**src/rtl/bft_pkg.sv**
```systemverilog
// Shared types and constants of the bidirectional flow tracker.
`default_nettype none

package bft_pkg;

    localparam int unsigned ADDR_W       = 32;
    localparam int unsigned PORT_W       = 16;
    // Table size is fixed by the width of the flow index on the output.
    localparam int unsigned FLOW_ENTRIES = 64;
    localparam int unsigned FLOW_INDEX_W = 6;

    // One packet's 4-tuple as it arrives on the input channel.
    typedef struct packed {
        logic [ADDR_W-1:0] src_addr;
        logic [PORT_W-1:0] src_port;
        logic [ADDR_W-1:0] dst_addr;
        logic [PORT_W-1:0] dst_port;
    } t_in_item;

    // One lookup result as it leaves on the output channel.
    typedef struct packed {
        logic [FLOW_INDEX_W-1:0] flow_index;
        logic                    direction_swapped;
        logic                    reverse_direction;
        logic                    entry_created;
        logic                    table_full;
    } t_out_item;

    // Lookup token handed from cell to cell; its valid bit travels beside it.
    typedef struct packed {
        logic      done;
        t_in_item  tuple;
        t_out_item res;
    } t_token;

endpackage

`default_nettype wire

```
**src/rtl/bft_cell.sv**
```systemverilog
// One flow table entry: compares, updates or claims as the lookup token passes.
`default_nettype none

module bft_cell #(
    parameter int unsigned CELL_INDEX = 0,
    parameter int unsigned COUNT_W    = 7
) (
    input  wire logic               i_clk,
    input  wire logic               i_rst_n,
    input  wire logic               i_valid,
    input  wire bft_pkg::t_token    i_tok,
    input  wire logic [COUNT_W-1:0] i_flows_in_use,
    output logic                    o_valid,
    output bft_pkg::t_token         o_tok
);
    import bft_pkg::*;

    localparam logic [COUNT_W-1:0]      CELL_COUNT_C = COUNT_W'(CELL_INDEX);
    localparam logic [FLOW_INDEX_W-1:0] CELL_IDX_C   = FLOW_INDEX_W'(CELL_INDEX);

    logic [ADDR_W-1:0] r_src_addr;
    logic [PORT_W-1:0] r_src_port;
    logic [ADDR_W-1:0] r_dst_addr;
    logic [PORT_W-1:0] r_dst_port;
    logic              r_rev;
    logic              n_rev;
    logic              n_wr;
    logic              r_valid;
    t_token            r_tok;
    t_token            n_tok;
    logic              occupied;
    logic              at_free;
    logic              fwd_hit;
    logic              bwd_hit;

    assign occupied = CELL_COUNT_C < i_flows_in_use;
    assign at_free  = CELL_COUNT_C == i_flows_in_use;

    assign fwd_hit = (r_src_addr == i_tok.tuple.src_addr) &&
                     (r_src_port == i_tok.tuple.src_port) &&
                     (r_dst_addr == i_tok.tuple.dst_addr) &&
                     (r_dst_port == i_tok.tuple.dst_port);
    assign bwd_hit = (r_src_addr == i_tok.tuple.dst_addr) &&
                     (r_src_port == i_tok.tuple.dst_port) &&
                     (r_dst_addr == i_tok.tuple.src_addr) &&
                     (r_dst_port == i_tok.tuple.src_port);

    always_comb begin
        n_tok = i_tok;
        n_rev = r_rev;
        n_wr  = 1'b0;
        if (i_valid && !i_tok.done) begin
            if (occupied && (fwd_hit || bwd_hit)) begin
                // stored orientation wins when both match
                n_tok.done                  = 1'b1;
                n_tok.res.flow_index        = CELL_IDX_C;
                n_tok.res.reverse_direction = !fwd_hit;
                n_tok.res.direction_swapped = r_rev != !fwd_hit;
                n_tok.res.entry_created     = 1'b0;
                n_tok.res.table_full        = 1'b0;
                n_rev                       = !fwd_hit;
            end else if (at_free) begin
                // first free entry: claim it in forward orientation
                n_tok.done                  = 1'b1;
                n_tok.res.flow_index        = CELL_IDX_C;
                n_tok.res.reverse_direction = 1'b0;
                n_tok.res.direction_swapped = 1'b0;
                n_tok.res.entry_created     = 1'b1;
                n_tok.res.table_full        = 1'b0;
                n_rev                       = 1'b0;
                n_wr                        = 1'b1;
            end
        end
    end

    always_ff @(posedge i_clk) begin
        if (!i_rst_n) begin
            r_valid <= 1'b0;
        end else begin
            r_valid <= i_valid;
        end
    end

    always_ff @(posedge i_clk) begin
        r_tok <= n_tok;
        r_rev <= n_rev;
        if (n_wr) begin
            r_src_addr <= i_tok.tuple.src_addr;
            r_src_port <= i_tok.tuple.src_port;
            r_dst_addr <= i_tok.tuple.dst_addr;
            r_dst_port <= i_tok.tuple.dst_port;
        end
    end

    assign o_valid = r_valid;
    assign o_tok   = r_tok;

endmodule

`default_nettype wire

```
**config.mk**
```make
export PLATFORM = sky130hd
export DESIGN_NAME = bft_cell
export DESIGN_NICKNAME = d
export VERILOG_FILES = /design/src/rtl/bft_pkg.sv /design/src/rtl/bft_cell.sv
export SDC_FILE = /design/constraint.sdc
export NUM_CORES = 1
export LEC_CHECK = 0
export ABC_AREA = 0
export BUFFER_PORTS_ARGS = -buffer_cell sky130_fd_sc_hd__buf_2
export CORE_MARGIN = 8
export CORE_UTILIZATION = 38
export CTS_CLUSTER_DIAMETER = 120
export CTS_CLUSTER_SIZE = 25
export DETAILED_ROUTE_END_ITERATION = 6
export HOLD_SLACK_MARGIN = 0.1
export SLEW_MARGIN = 20
export SYNTH_ARGS = -nofsm -noshare
export SYNTH_HDL_FRONTEND = slang
export SYNTH_SLANG_ARGS = --single-unit
```
**constraint.sdc**
```tcl
create_clock -name i_clk -period 7.3 [get_ports i_clk]
set_clock_uncertainty 0.05 [all_clocks]
set_input_delay 1.46 -clock i_clk [delete_from_list [all_inputs] [get_ports i_clk]]
set_output_delay 1.46 -clock i_clk [all_outputs]
set_load 0.01 [all_outputs]
```
==> results.toml <==
[outcome]
status = "complete, no violations"

[critical_path]
start_kind = "input pin"
end_kind = "flip-flop"
critPathArrivalTime_ns = 3.57
crit_type = "input pin to flip-flop"
path_max_fanout = 9
cp_data_required_time_ns = 7.41

[synth]
synth_seq_cells = 205
synth_fp_nets = 608
synth-edff-count = 97
synthDistinctLibCells = 24
syn_inst = 491
synth_common_cells = "xor2_1 (128), dfxtp_1 (108), edfxtp_1 (97)"
netlist.area_leader.share_pct = 39.6
yosys_warnings = 0
synth-async-reset-ratio_pct = 0
synth.avg_cell_area_um2 = 15.0
synth_seq_area_share_pct = 69.1
syn-cell-area_um2 = 7350
synth_top_area_cell = "edfxtp_1"
synth_ff_type = "dfxtp_1"
synth_most_common_cell = "xor2_1"
synthTopCellsByArea = "edfxtp_1 (40%), dfxtp_1 (29%), xor2_1 (15%)"

[clock_tree]
cts_hold_buf = 0
cts_root_buf = "clkbuf_16"
post_cts_resized = 0
h-tree-depth = 1
clock_latency_ns = 0.47
cts_made_buffers = 12
cts_buffer_depth = 3
cts_sinks = 205
clk_pin_slew_worst_paths_ns = 0.10
post_cts_buffers = 0
cts_tree = "done"

[floorplanning]
rows = 51
die-area_um2 = 24000
die_h_um = 155
die_x_um = 155
io_pins = 225
core_um2 = 19200
start_util_pct = 38.3

[pwr]
comb_power_share_pct = 8.5
p_int_mw = 1.65
peakVddDrop_mv = 0.137
p_sw_share_pct = 22.9
clkPwrFrac_pct = 33.4
power_switching_mw = 0.488
seqPwrFrac_pct = 58.1
leakagePower_nw = 3.62
power.density_nw_per_um2 = 232

[drt]
firstDrtPassIters = 5
wl_per_cell_um = 19.8
wl_um = 19800
antenna_left = 0
drt-initial-drc-count = 311
drc = 0
num_vias = 4660
vias_per_cell = 4.66

[grt]
grt_antenna_before_repair = 2
grt_max_degree = 92
grt_pass1_wl_um = 29200
grt_pass1_vias = 5038
gr-total-overflow = 0
track_usage_pct = 16.1

[final_layout]
areaGrowthSynthToFinish_pct = 25.0
final_nets = 847
n_fill_cell = 1689
n_antenna_cell = 0
final_area_um2 = 9190
drive_above_1_share_pct = 33.0

[timing]
fin_crit_sh_pct = 47.5
finalSetupTns_ns = 0
finalHoldViolCount = 0
drv_slew = 0
worstMarginPinSlew_ns = 0.933
fmax_mhz = 288
rsz0062_at_grt = "false"
finalSetupViolCount = 0
layout_min_cycle_time_ns = 3.47
relSlewSlack_pct = 37.8

[place]
placed_area_um2 = 8820
hpwl_um = 15800
place_congestion = 0.872
portBuffers = 224

[min_path]
hp-class = "flip-flop to flip-flop"

[run]
cap_violations = 0
flip-flops by register name, indices dropped and copies added (netlist names):
register / count
r_rev: 1
r_src_addr: 32
o_valid: 1
o_tok: 107
r_dst_addr: 32
r_dst_port: 16
r_src_port: 16
metal layers:
metal	GRT usage (%)	routed length [um]	share of wire, %	vias up
li1	-	-	-	2208
met1	19.8	8300	42	2265
met2	27.7	9820	49	155
met3	4.33	1370	6.9	28
met4	3.92	337	1.7	4
met5	0	18	0.091	-
cells in the final DEF (no fill, tap or decap), types with 2 or more instances in the layout:
| cell type | netlist | routed |
|---|---|---|
| xor2_1 | 128 | 128 |
| nand3_1 | 2 | 2 |
| nor4_1 | 38 | 38 |
| edfxtp_1 | 97 | 97 |
| nor2_1 | 4 | 3 |
| clkbuf_1 | 0 | 6 |
| nor2b_1 | 8 | 8 |
| nand4_1 | 25 | 25 |
| dfxtp_1 | 108 | 108 |
| xnor2_1 | 64 | 64 |
| buf_2 | 0 | 224 |
| nand2_1 | 3 | 3 |
| clkbuf_16 | 0 | 13 |
area by class of cell:
cell class	count	area (um2)	share of cell area, %
clock inverters	1	20.0	0.218
multi-input cells	285	2280	24.8
clock buffers	19	348	3.79
flip-flops and latches	205	5070	55.2
repair buffers	225	1130	12.3
inverters	1	3.75	0.0408
well taps	265	332	3.61
through the flow:
stage	std cells	util, %	worst slack (ns)	hold WS (ns)	total power, mW
after floorplan	491	-	0.742	0.512	1.33
after detailed placement	981	45.9	3.38	0.568	1.45
after global routing	1001	47.8	3.76	0.627	2.22
after CTS	1001	47.8	3.89	0.600	2.16
final	1001	47.8	3.83	0.619	2.14
after global placement	981	45.9	3.43	0.553	1.45
power groups by stage:
stage | sequential, mW | combinational, mW | clock [mW]
floorplan | 1.29 | 0.0474 | 0
detailed placement | 1.27 | 0.183 | 0
finish | 1.24 | 0.181 | 0.714
global route | 1.24 | 0.196 | 0.777
global placement | 1.27 | 0.182 | 0
CTS | 1.24 | 0.184 | 0.735
cell families after synthesis:
| logic type | synth area share, % |
|---|---|
| flops | 69.0 |
| compound gates | 0.630 |
| buf+inv | 0.0510 |
| xor+xnor | 22.9 |
| simple gates | 7.39 |
worst max-delay path, cell delays in order:
cell	delay, ns
buf_2	0.13
xor2_1	0.18
nor4_1	0.61
nand4_1	0.18
nor4_1	0.35
nand3_1	0.32
a31oi_4	0.35
worst paths after layout:
path	slack (ns)	to	start	cells after the start
max	3.83	r_rev$_SDFFCE_PP0P_	i_tok[59]	7
max reg2reg	4.50	r_rev$_SDFFCE_PP0P_	r_src_addr[15]$_DFFE_PP_	6
min	0.62	o_tok[3]$_DFF_P_	r_rev$_SDFFCE_PP0P_	3
min reg2reg	0.62	o_tok[3]$_DFF_P_	r_rev$_SDFFCE_PP0P_	3
Note: power is estimated with default switching activity, not from simulation.
